===== src/hw/rtl/slip_frame_decoder_crc16_defines.svh =====
// Assertion macros for the SLIP frame decoder.
// Used by the top level only; expects clk and arst_n in scope.
`ifndef SLIP_FRAME_DECODER_CRC16_DEFINES_SVH
`define SLIP_FRAME_DECODER_CRC16_DEFINES_SVH
`ifndef SYNTHESIS
`define SFD_ASSERT(label, prop) \
	label: assert property (@(posedge clk) disable iff (!arst_n) (prop)) \
	else $error("sfd assertion failed");
`define SFD_ASSERT_NEVER(label, cond) \
	`SFD_ASSERT(label, !(cond))
`else
`define SFD_ASSERT(label, prop)
`define SFD_ASSERT_NEVER(label, cond)
`endif
`endif


===== src/hw/rtl/sfd_pkg.sv =====
// Shared types, codes and the CRC byte update for the SLIP frame decoder.
// No dependencies.
package sfd_pkg;

	localparam logic [7:0] BOUNDARY_OCTET = 8'hC0;
	localparam logic [7:0] ESCAPE_OCTET   = 8'hDB;
	localparam logic [7:0] ESC_BOUNDARY   = 8'hDC;
	localparam logic [7:0] ESC_ESCAPE     = 8'hDD;

	localparam int CFG_IDX_W = 2;
	localparam logic [CFG_IDX_W-1:0] REG_POLY      = 2'd0;
	localparam logic [CFG_IDX_W-1:0] REG_INIT      = 2'd1;
	localparam logic [CFG_IDX_W-1:0] REG_FINAL_XOR = 2'd2;

	localparam logic [15:0] POLY_RESET      = 16'h1021;
	localparam logic [15:0] INIT_RESET      = 16'hFFFF;
	localparam logic [15:0] FINAL_XOR_RESET = 16'h0000;

	localparam int OPQ_DEPTH = 4;
	localparam int OPQ_AW    = $clog2(OPQ_DEPTH);
	localparam int RESQ_DEPTH = 4;
	localparam int RESQ_AW    = $clog2(RESQ_DEPTH);

	// Commands from the front end to the back end
	typedef enum logic [1:0] {
		OP_OPEN   = 2'd0,
		OP_DATA   = 2'd1,
		OP_CLOSE  = 2'd2,
		OP_BADESC = 2'd3
	} op_kind_t;

	typedef struct packed {
		op_kind_t    kind;
		logic [7:0]  data;
	} op_t;

	typedef enum logic [2:0] {
		KIND_PAYLOAD    = 3'd0,
		KIND_GOOD       = 3'd1,
		KIND_CRC_BAD    = 3'd2,
		KIND_BAD_ESCAPE = 3'd3,
		KIND_SHORT      = 3'd4
	} res_kind_t;

	typedef struct packed {
		res_kind_t   kind;
		logic [7:0]  data;
	} res_t;

	typedef struct packed {
		logic [15:0] poly;
		logic [15:0] init;
		logic [15:0] final_xor;
	} cfg_t;

	// MSB-first, unreflected CRC-16 update over one octet
	function automatic logic [15:0] crc_feed(input logic [15:0] crc, input logic [7:0] octet,
		input logic [15:0] poly);
		logic [15:0] c;
		c = crc ^ {octet, 8'h00};
		for (int i = 0; i < 8; i++) begin
			if (c[15]) begin
				c = {c[14:0], 1'b0} ^ poly;
			end else begin
				c = {c[14:0], 1'b0};
			end
		end
		return c;
	endfunction

endpackage


===== src/hw/rtl/sfd_front.sv =====
// Front end: framing and unescape state, turns line octets into commands.
// Depends on sfd_pkg.
module sfd_front (
	input  logic            clk,
	input  logic            arst_n,
	input  logic            accept,
	input  logic [7:0]      line_byte,
	output logic            op_valid,
	output sfd_pkg::op_t    op
);

	typedef enum logic [2:0] {
		MODE_IDLE    = 3'b001,
		MODE_FRAME   = 3'b010,
		MODE_DISCARD = 3'b100
	} mode_t;

	mode_t mode_q, mode_d;
	logic  esc_q, esc_d;

	always_comb begin
		mode_d   = mode_q;
		esc_d    = esc_q;
		op_valid = 1'b0;
		op.kind  = sfd_pkg::OP_DATA;
		op.data  = line_byte;
		case (mode_q)
			MODE_FRAME: begin
				if (esc_q) begin
					esc_d = 1'b0;
					if (line_byte == sfd_pkg::ESC_BOUNDARY) begin
						op_valid = 1'b1;
						op.data  = sfd_pkg::BOUNDARY_OCTET;
					end else if (line_byte == sfd_pkg::ESC_ESCAPE) begin
						op_valid = 1'b1;
						op.data  = sfd_pkg::ESCAPE_OCTET;
					end else begin
						op_valid = 1'b1;
						op.kind  = sfd_pkg::OP_BADESC;
						mode_d   = (line_byte == sfd_pkg::BOUNDARY_OCTET) ? MODE_IDLE
							: MODE_DISCARD;
					end
				end else if (line_byte == sfd_pkg::ESCAPE_OCTET) begin
					esc_d = 1'b1;
				end else if (line_byte == sfd_pkg::BOUNDARY_OCTET) begin
					op_valid = 1'b1;
					op.kind  = sfd_pkg::OP_CLOSE;
					mode_d   = MODE_IDLE;
				end else begin
					op_valid = 1'b1;
				end
			end
			MODE_DISCARD: begin
				esc_d = 1'b0;
				if (line_byte == sfd_pkg::BOUNDARY_OCTET) begin
					mode_d = MODE_IDLE;
				end
			end
			default: begin
				if (line_byte == sfd_pkg::BOUNDARY_OCTET) begin
					op_valid = 1'b1;
					op.kind  = sfd_pkg::OP_OPEN;
					mode_d   = MODE_FRAME;
					esc_d    = 1'b0;
				end
			end
		endcase
		if (!accept) begin
			op_valid = 1'b0;
		end
	end

	always_ff @(posedge clk or negedge arst_n) begin
		if (!arst_n) begin
			mode_q <= MODE_IDLE;
			esc_q  <= 1'b0;
		end else if (accept) begin
			mode_q <= mode_d;
			esc_q  <= esc_d;
		end
	end

endmodule


===== src/hw/rtl/sfd_op_queue.sv =====
// Short command queue between front end and back end.
// Depends on sfd_pkg.
module sfd_op_queue (
	input  logic            clk,
	input  logic            arst_n,
	input  logic            push,
	input  sfd_pkg::op_t    push_op,
	output logic            full,
	input  logic            pop,
	output sfd_pkg::op_t    head_op,
	output logic            empty
);

	localparam logic [sfd_pkg::OPQ_AW:0] DEPTH_C = (sfd_pkg::OPQ_AW+1)'(sfd_pkg::OPQ_DEPTH);

	sfd_pkg::op_t                mem_q [sfd_pkg::OPQ_DEPTH];
	logic [sfd_pkg::OPQ_AW-1:0]  wr_q, rd_q;
	logic [sfd_pkg::OPQ_AW:0]    count_q;

	assign full    = (count_q == DEPTH_C);
	assign empty   = (count_q == '0);
	assign head_op = mem_q[rd_q];

	always_ff @(posedge clk) begin
		if (push) begin
			mem_q[wr_q] <= push_op;
		end
	end

	always_ff @(posedge clk or negedge arst_n) begin
		if (!arst_n) begin
			wr_q    <= '0;
			rd_q    <= '0;
			count_q <= '0;
		end else begin
			if (push) begin
				wr_q <= wr_q + 1'b1;
			end
			if (pop) begin
				rd_q <= rd_q + 1'b1;
			end
			case ({push, pop})
				2'b10:   count_q <= count_q + 1'b1;
				2'b01:   count_q <= count_q - 1'b1;
				default: count_q <= count_q;
			endcase
		end
	end

endmodule


===== src/hw/rtl/sfd_back.sv =====
// Back end: two-octet CRC hold, running CRC-16 and frame status.
// Depends on sfd_pkg.
module sfd_back (
	input  logic            clk,
	input  logic            arst_n,
	input  sfd_pkg::cfg_t   cfg,
	input  logic            op_avail,
	input  sfd_pkg::op_t    op,
	input  logic            res_room,
	output logic            op_pop,
	output logic            res_push,
	output sfd_pkg::res_t   res
);

	logic [7:0]  held_q [2];
	logic [1:0]  held_cnt_q;
	logic [15:0] crc_q;
	logic        hold_full;
	logic [15:0] crc_next;

	assign op_pop    = op_avail && res_room;
	assign hold_full = held_cnt_q[1];
	assign crc_next  = sfd_pkg::crc_feed(crc_q, held_q[0], cfg.poly);

	always_comb begin
		res_push = 1'b0;
		res.kind = sfd_pkg::KIND_PAYLOAD;
		res.data = 8'h00;
		case (op.kind)
			sfd_pkg::OP_DATA: begin
				if (hold_full) begin
					res_push = op_pop;
					res.data = held_q[0];
				end
			end
			sfd_pkg::OP_CLOSE: begin
				res_push = op_pop;
				if (!hold_full) begin
					res.kind = sfd_pkg::KIND_SHORT;
				end else if ({held_q[0], held_q[1]} == (crc_q ^ cfg.final_xor)) begin
					res.kind = sfd_pkg::KIND_GOOD;
				end else begin
					res.kind = sfd_pkg::KIND_CRC_BAD;
				end
			end
			sfd_pkg::OP_BADESC: begin
				res_push = op_pop;
				res.kind = sfd_pkg::KIND_BAD_ESCAPE;
			end
			default: begin
				res_push = 1'b0;
			end
		endcase
	end

	// Hold contents are payload; the fill count gates every read
	always_ff @(posedge clk) begin
		if (op_pop && op.kind == sfd_pkg::OP_DATA) begin
			if (hold_full) begin
				held_q[0] <= held_q[1];
				held_q[1] <= op.data;
			end else if (held_cnt_q[0]) begin
				held_q[1] <= op.data;
			end else begin
				held_q[0] <= op.data;
			end
		end
	end

	always_ff @(posedge clk or negedge arst_n) begin
		if (!arst_n) begin
			held_cnt_q <= 2'd0;
			crc_q      <= 16'h0000;
		end else if (op_pop) begin
			if (op.kind == sfd_pkg::OP_OPEN) begin
				held_cnt_q <= 2'd0;
				crc_q      <= cfg.init;
			end else if (op.kind == sfd_pkg::OP_DATA) begin
				if (hold_full) begin
					crc_q <= crc_next;
				end else begin
					held_cnt_q <= held_cnt_q + 2'd1;
				end
			end
		end
	end

endmodule


===== src/hw/rtl/sfd_result_queue.sv =====
// Output queue of results; presents the oldest one on its head.
// Depends on sfd_pkg.
module sfd_result_queue (
	input  logic            clk,
	input  logic            arst_n,
	input  logic            push,
	input  sfd_pkg::res_t   push_res,
	output logic            full,
	input  logic            pop,
	output sfd_pkg::res_t   head_res,
	output logic            empty
);

	localparam logic [sfd_pkg::RESQ_AW:0] DEPTH_C =
		(sfd_pkg::RESQ_AW+1)'(sfd_pkg::RESQ_DEPTH);

	sfd_pkg::res_t                mem_q [sfd_pkg::RESQ_DEPTH];
	logic [sfd_pkg::RESQ_AW-1:0]  wr_q, rd_q;
	logic [sfd_pkg::RESQ_AW:0]    count_q;

	assign full     = (count_q == DEPTH_C);
	assign empty    = (count_q == '0);
	assign head_res = mem_q[rd_q];

	always_ff @(posedge clk) begin
		if (push) begin
			mem_q[wr_q] <= push_res;
		end
	end

	always_ff @(posedge clk or negedge arst_n) begin
		if (!arst_n) begin
			wr_q    <= '0;
			rd_q    <= '0;
			count_q <= '0;
		end else begin
			if (push) begin
				wr_q <= wr_q + 1'b1;
			end
			if (pop) begin
				rd_q <= rd_q + 1'b1;
			end
			case ({push, pop})
				2'b10:   count_q <= count_q + 1'b1;
				2'b01:   count_q <= count_q - 1'b1;
				default: count_q <= count_q;
			endcase
		end
	end

endmodule


===== src/hw/rtl/slip_frame_decoder_crc16.sv =====
// SLIP frame decoder with CRC-16 check: top level. Depends on sfd_pkg and all sfd_* modules.
// Throughput: one line octet per cycle while the result queue has room, set by the back
// end retiring one command per cycle (the CRC byte update is an unrolled XOR network).
// A command is registered in the command queue, then its result in the result queue.
// Reset: arst_n asynchronous, active low; clears framing state, queues and CRC, and loads
// the register defaults (polynomial 0x1021, initial 0xFFFF, final XOR 0x0000).
`include "slip_frame_decoder_crc16_defines.svh"
module slip_frame_decoder_crc16 (
	input  logic                               clk,
	input  logic                               arst_n,
	// line octets in
	input  logic                               push,
	output logic                               full,
	input  logic [7:0]                         line_byte,
	// results out
	output logic                               empty,
	input  logic                               pop,
	output logic [2:0]                         result_kind,
	output logic [7:0]                         payload_byte,
	// register writes
	input  logic                               cfg_valid,
	output logic                               cfg_ready,
	input  logic [sfd_pkg::CFG_IDX_W-1:0]      cfg_index,
	input  logic [15:0]                        cfg_data
);

	sfd_pkg::cfg_t  cfg_q;
	sfd_pkg::op_t   front_op;
	sfd_pkg::op_t   head_op;
	sfd_pkg::res_t  back_res;
	sfd_pkg::res_t  head_res;
	logic           in_accept;
	logic           front_op_valid;
	logic           opq_empty;
	logic           op_pop;
	logic           res_push;
	logic           resq_full;

	// Register writes are always taken; an index past the last register is dropped.
	assign cfg_ready = 1'b1;

	always_ff @(posedge clk or negedge arst_n) begin
		if (!arst_n) begin
			cfg_q.poly      <= sfd_pkg::POLY_RESET;
			cfg_q.init      <= sfd_pkg::INIT_RESET;
			cfg_q.final_xor <= sfd_pkg::FINAL_XOR_RESET;
		end else if (cfg_valid && cfg_ready) begin
			case (cfg_index)
				sfd_pkg::REG_POLY:      cfg_q.poly      <= cfg_data;
				sfd_pkg::REG_INIT:      cfg_q.init      <= cfg_data;
				sfd_pkg::REG_FINAL_XOR: cfg_q.final_xor <= cfg_data;
				default:                cfg_q           <= cfg_q;
			endcase
		end
	end

	// Accept an octet whenever the command queue has a free slot; each octet
	// yields at most one command, so a single free slot always suffices.
	assign in_accept = push && !full;

	sfd_front u_front (
		.clk       (clk),
		.arst_n    (arst_n),
		.accept    (in_accept),
		.line_byte (line_byte),
		.op_valid  (front_op_valid),
		.op        (front_op)
	);

	sfd_op_queue u_op_queue (
		.clk     (clk),
		.arst_n  (arst_n),
		.push    (front_op_valid),
		.push_op (front_op),
		.full    (full),
		.pop     (op_pop),
		.head_op (head_op),
		.empty   (opq_empty)
	);

	// The back end advances only when the result queue can take whatever the
	// command produces, so status and payload transactions are never dropped.
	sfd_back u_back (
		.clk      (clk),
		.arst_n   (arst_n),
		.cfg      (cfg_q),
		.op_avail (!opq_empty),
		.op       (head_op),
		.res_room (!resq_full),
		.op_pop   (op_pop),
		.res_push (res_push),
		.res      (back_res)
	);

	sfd_result_queue u_result_queue (
		.clk      (clk),
		.arst_n   (arst_n),
		.push     (res_push),
		.push_res (back_res),
		.full     (resq_full),
		.pop      (pop && !empty),
		.head_res (head_res),
		.empty    (empty)
	);

	assign result_kind  = head_res.kind;
	assign payload_byte = head_res.data;

	// A result is only ever produced while retiring a command.
	`SFD_ASSERT(a_res_needs_op, res_push |-> op_pop)
	// Never write into a full result queue.
	`SFD_ASSERT_NEVER(a_no_res_overflow, res_push && resq_full)
	// The back end never idles while it has work and room.
	`SFD_ASSERT(a_back_no_idle, (!opq_empty && !resq_full) |-> op_pop)
	// Status results carry a zero payload octet.
	`SFD_ASSERT(a_status_zero_data,
		(!empty && result_kind != sfd_pkg::KIND_PAYLOAD) |-> (payload_byte == 8'h00))

endmodule

===== config.mk =====
export PLATFORM = sky130hd
export DESIGN_NAME = slip_frame_decoder_crc16
export DESIGN_NICKNAME = d
export VERILOG_FILES = /design/src/hw/rtl/sfd_pkg.sv /design/src/hw/rtl/sfd_front.sv /design/src/hw/rtl/sfd_op_queue.sv /design/src/hw/rtl/sfd_back.sv /design/src/hw/rtl/sfd_result_queue.sv /design/src/hw/rtl/slip_frame_decoder_crc16.sv
export VERILOG_INCLUDE_DIRS = /design/src /design/src/hw/rtl
export SDC_FILE = /design/constraint.sdc
export NUM_CORES = 1
export LEC_CHECK = 0
export BUFFER_PORTS_ARGS = -buffer_cell sky130_fd_sc_hd__clkbuf_2
export CAP_MARGIN = 20
export CORE_MARGIN = 2
export CORE_UTILIZATION = 25
export CTS_CLUSTER_SIZE = 30
export DETAILED_ROUTE_END_ITERATION = 7
export GPL_ROUTABILITY_DRIVEN = 0
export GPL_TIMING_DRIVEN = 0
export HOLD_SLACK_MARGIN = 0.05
export PLACE_DENSITY = 0.43
export SLEW_MARGIN = 15
export SYNTH_ARGS = -nofsm -noshare
export SYNTH_HDL_FRONTEND = slang
export SYNTH_SLANG_ARGS = --single-unit

===== constraint.sdc =====
create_clock -name clk -period 7.3 [get_ports clk]
set_input_delay 1.095 -clock clk [delete_from_list [all_inputs] [get_ports clk]]
set_output_delay 1.095 -clock clk [all_outputs]
set_load 0.01 [all_outputs]

==> results.md <==
* Outcome: finished clean
* Syn avg cell area at 11.7 sq um
* Final period utilization at 61.3%
* Top Ports at 45
* Gr ovfl total at 0
* Final Util at 28.9%
* Ys async rst share at 45.7%
* Port-buffer cells at 43
* Worst min path class: reg2reg
* Routed wire length at 25,900 um
* Syn-to-layout area delta at 14.3%
* Count leader, synth: xnor2_1
* Yosys reg bits at 184
* Max-slew headroom at 36.1%
* CP Launch Type: flop
* # diodes at 0
* Die Wd at 207 um
* Top post-synthesis cells by count: 117 x xnor2_1, 100 x edfxtp_1, 100 x nand2_1, 64 x dfrtp_1, 51 x mux2_2
* Sequential area share after synthesis at 50.0%
* Clk Latency, worst-skew pair at ~0.44 ns
* DR pass1 iterations at 5
* Mapped cell area at 10,300 sq um
* R2r setup slk at 2.83 ns
* Final HPWL DP at 19,100 um
* Via count at approximately 6,600
* Main area contributors after synthesis: edfxtp_1 29%, dfrtp_1 16%, xnor2_1 10%, mux2_2 5.6%, dfstp_2 5.1%
* Post-Syn Instances at 877
* FMAX at 223 MHz
* Post-route setup TNS at 0 ns
* Most used DFF post-synth: edfxtp_1
* Crit Path Max Fanout at 10
* CTS buffer count at 17
* Arr. time, crit path at between 4 and 5 ns
* DP Cell Count at 1,452
* Data required, critical path at 7.61 ns
* Placeable core area at 40,600 sq um
* Post-Place Setup Slack at 2.84 ns
* Ys Warns at 0
* CTS resizes at 0
* CTS tree: done
* FP Rows at 74
* Setup Skew at 0.0148 ns
* Max-cap violation count at 0
* Routed wire per std cell at 17.5 um
* Die Height at 207 um
* Number of synthesized flops with an enable pin at 100
* First DRT Iteration DRCs at 442
* Crit end category: flop
* Total clock sinks at approximately 180
* Non-Filler Instances at 1,484
* CTS max path bufs at 2
* H-tree Lvls at 4
* Vias in the first global route at 6,797
* Fin crit period at 4.47 ns
* Hold-fix buffers, CTS at 0
* Least-Margin Pin Slew at around 0.96 ns
* Setup CP Type: reg2reg
* Final Net Count at 982
* CTS Root Cell: clkbuf_16
* Layout cells sized above 1 at about a fifth
* Post-CTS Setup Repair Bufs at 0
* Initial Utilization at 25.3%
* Total track usage at 12.9%
* Netlist cell types at 68
* Residual DRC at 0
* Largest net degree at the start of global routing at 85
* Worst Setup Slack, final at 2.83 ns
* Antenna Nets Post-Route at 0
* Final hold viol count at 0
* Die ar. at 42,700 sq um
* Final setup fails at 0
* Initial antenna violation count at 0
* Fin. max-slew vios at 0
* Syn Nets at between 900 and 1,000
* First-pass GRT wire length at 41,100 um
* Top cell type's share of synthesized area at 29.2%
* RSZ-0062 raised after global routing: false
* Largest area contributor in the netlist: edfxtp_1
* Clk slew on worst S/H paths at 0.07 ns
* Via density per instance at 4.45
[sequential cells by signal, indices dropped and copies added, names as in the netlist]
name,count
u_back.crc_q,16
u_result_queue.wr_q,2
u_op_queue.count_q,3
cfg_q,48
u_front.mode_q,3
u_front.esc_q,1
u_result_queue.mem_q,44
u_back.held_q,16
u_result_queue.rd_q,2
u_back.held_cnt_q,2
u_result_queue.count_q,3
u_op_queue.wr_q,2
u_op_queue.rd_q,2
u_op_queue.mem_q,40
[area by class of cell]
| class | count | area [sq um] |
|---|---|---|
| Clock inverter | 11 | 76.3 |
| Sequential cell | 184 | 5130 |
| Tap cell | 532 | 666 |
| Multi-Input combinational cell | 625 | 4850 |
| Inverter | 20 | 75.1 |
| Fill cell | 4144 | 28900 |
| Buffer | 48 | 214 |
| Clock buffer | 21 | 505 |
| Timing Repair Buffer | 43 | 224 |
[layer usage]
layer  up-vias  global-route usage, %  wire (um)
met2        99                   20.2      11900
met5         -                      0          0
met4         0                   2.86        171
met3        12                   2.26        771
met1      3266                   18.5      13100
li1       3227                      -          -
[worst max-delay path, cell delays in order, from the launching register on]
cell      delay [ns]
dfrtp_1         0.32
clkbuf_1        0.29
clkinv_1        0.35
nor3_1          0.61
nor4_1          0.12
o32ai_1         0.51
xnor2_2         0.24
xnor2_1         0.31
xor3_1          0.28
a221oi_2        0.28
o21ai_1         0.24
buf_2           0.27
and3_1          0.21
xnor2_1         0.21
o21ai_1         0.08
[worst paths after layout]
path | start | end | cells after the start
max in group asynchronous | arst_n | cfg_q[3]$_DFFE_PN0P_ | 1
min | u_op_queue.count_q[2]$_DFFE_PN0P_ | u_op_queue.count_q[2]$_DFFE_PN0P_ | 1
max reg2reg | cfg_q[46]$_DFFE_PN0P_ | u_back.crc_q[13]$_DFFE_PN0P_ | 14
min reg2reg | u_op_queue.count_q[2]$_DFFE_PN0P_ | u_op_queue.count_q[2]$_DFFE_PN0P_ | 1
min in group asynchronous | arst_n | u_front.mode_q[2]$_DFFE_PN0P_ | 1
max | cfg_q[46]$_DFFE_PN0P_ | u_back.crc_q[13]$_DFFE_PN0P_ | 14
[per-stage QoR]
step / hold WS, ns / area, sq um
6_report: 0.500 / 11700
5_1_grt: 0.514 / 11700
4_1_cts: 0.499 / 11700
3_5_place_dp: 0.490 / 11200
3_3_place_gp: 0.489 / 11200
2_1_floorplan: 0.457 / 10300
[placed cells by master, fill, tap and decap left out, types with 6 or more instances in the layout]
master / count
ha_1: 10
nor2b_1: 9
nand3b_1: 13
nor2_1: 29
and3_1: 36
dfrtp_1: 64
buf_2: 8
edfxtp_1: 100
nand2_1: 100
xnor2_1: 117
and2_1: 25
nand3_1: 18
clkbuf_2: 44
clkbuf_1: 31
clkbuf_16: 20
mux2_2: 51
nor3_1: 11
o21ai_0: 29
o21ai_1: 20
mux4_2: 21
dfstp_2: 20
xor2_1: 30
nand4_1: 6
a21oi_1: 28
inv_1: 18
[cells by family after synthesis]
group / count (synthesis) / synth area share [%]
AO/OA/AOI/OAI: 113 / 6.86
XOR/XNOR: 162 / 15.4
adder cells (fa/ha/maj): 12 / 1.61
buffers and inverters: 68 / 2.81
flip-flops: 184 / 50.0
multiplexers: 76 / 10.6
other: 1 / 0.0365
AND/OR/NAND/NOR: 261 / 12.7
Power is not shown: default switching activity piles up to over one toggle a cycle in this logic, so the estimate is an artifact.
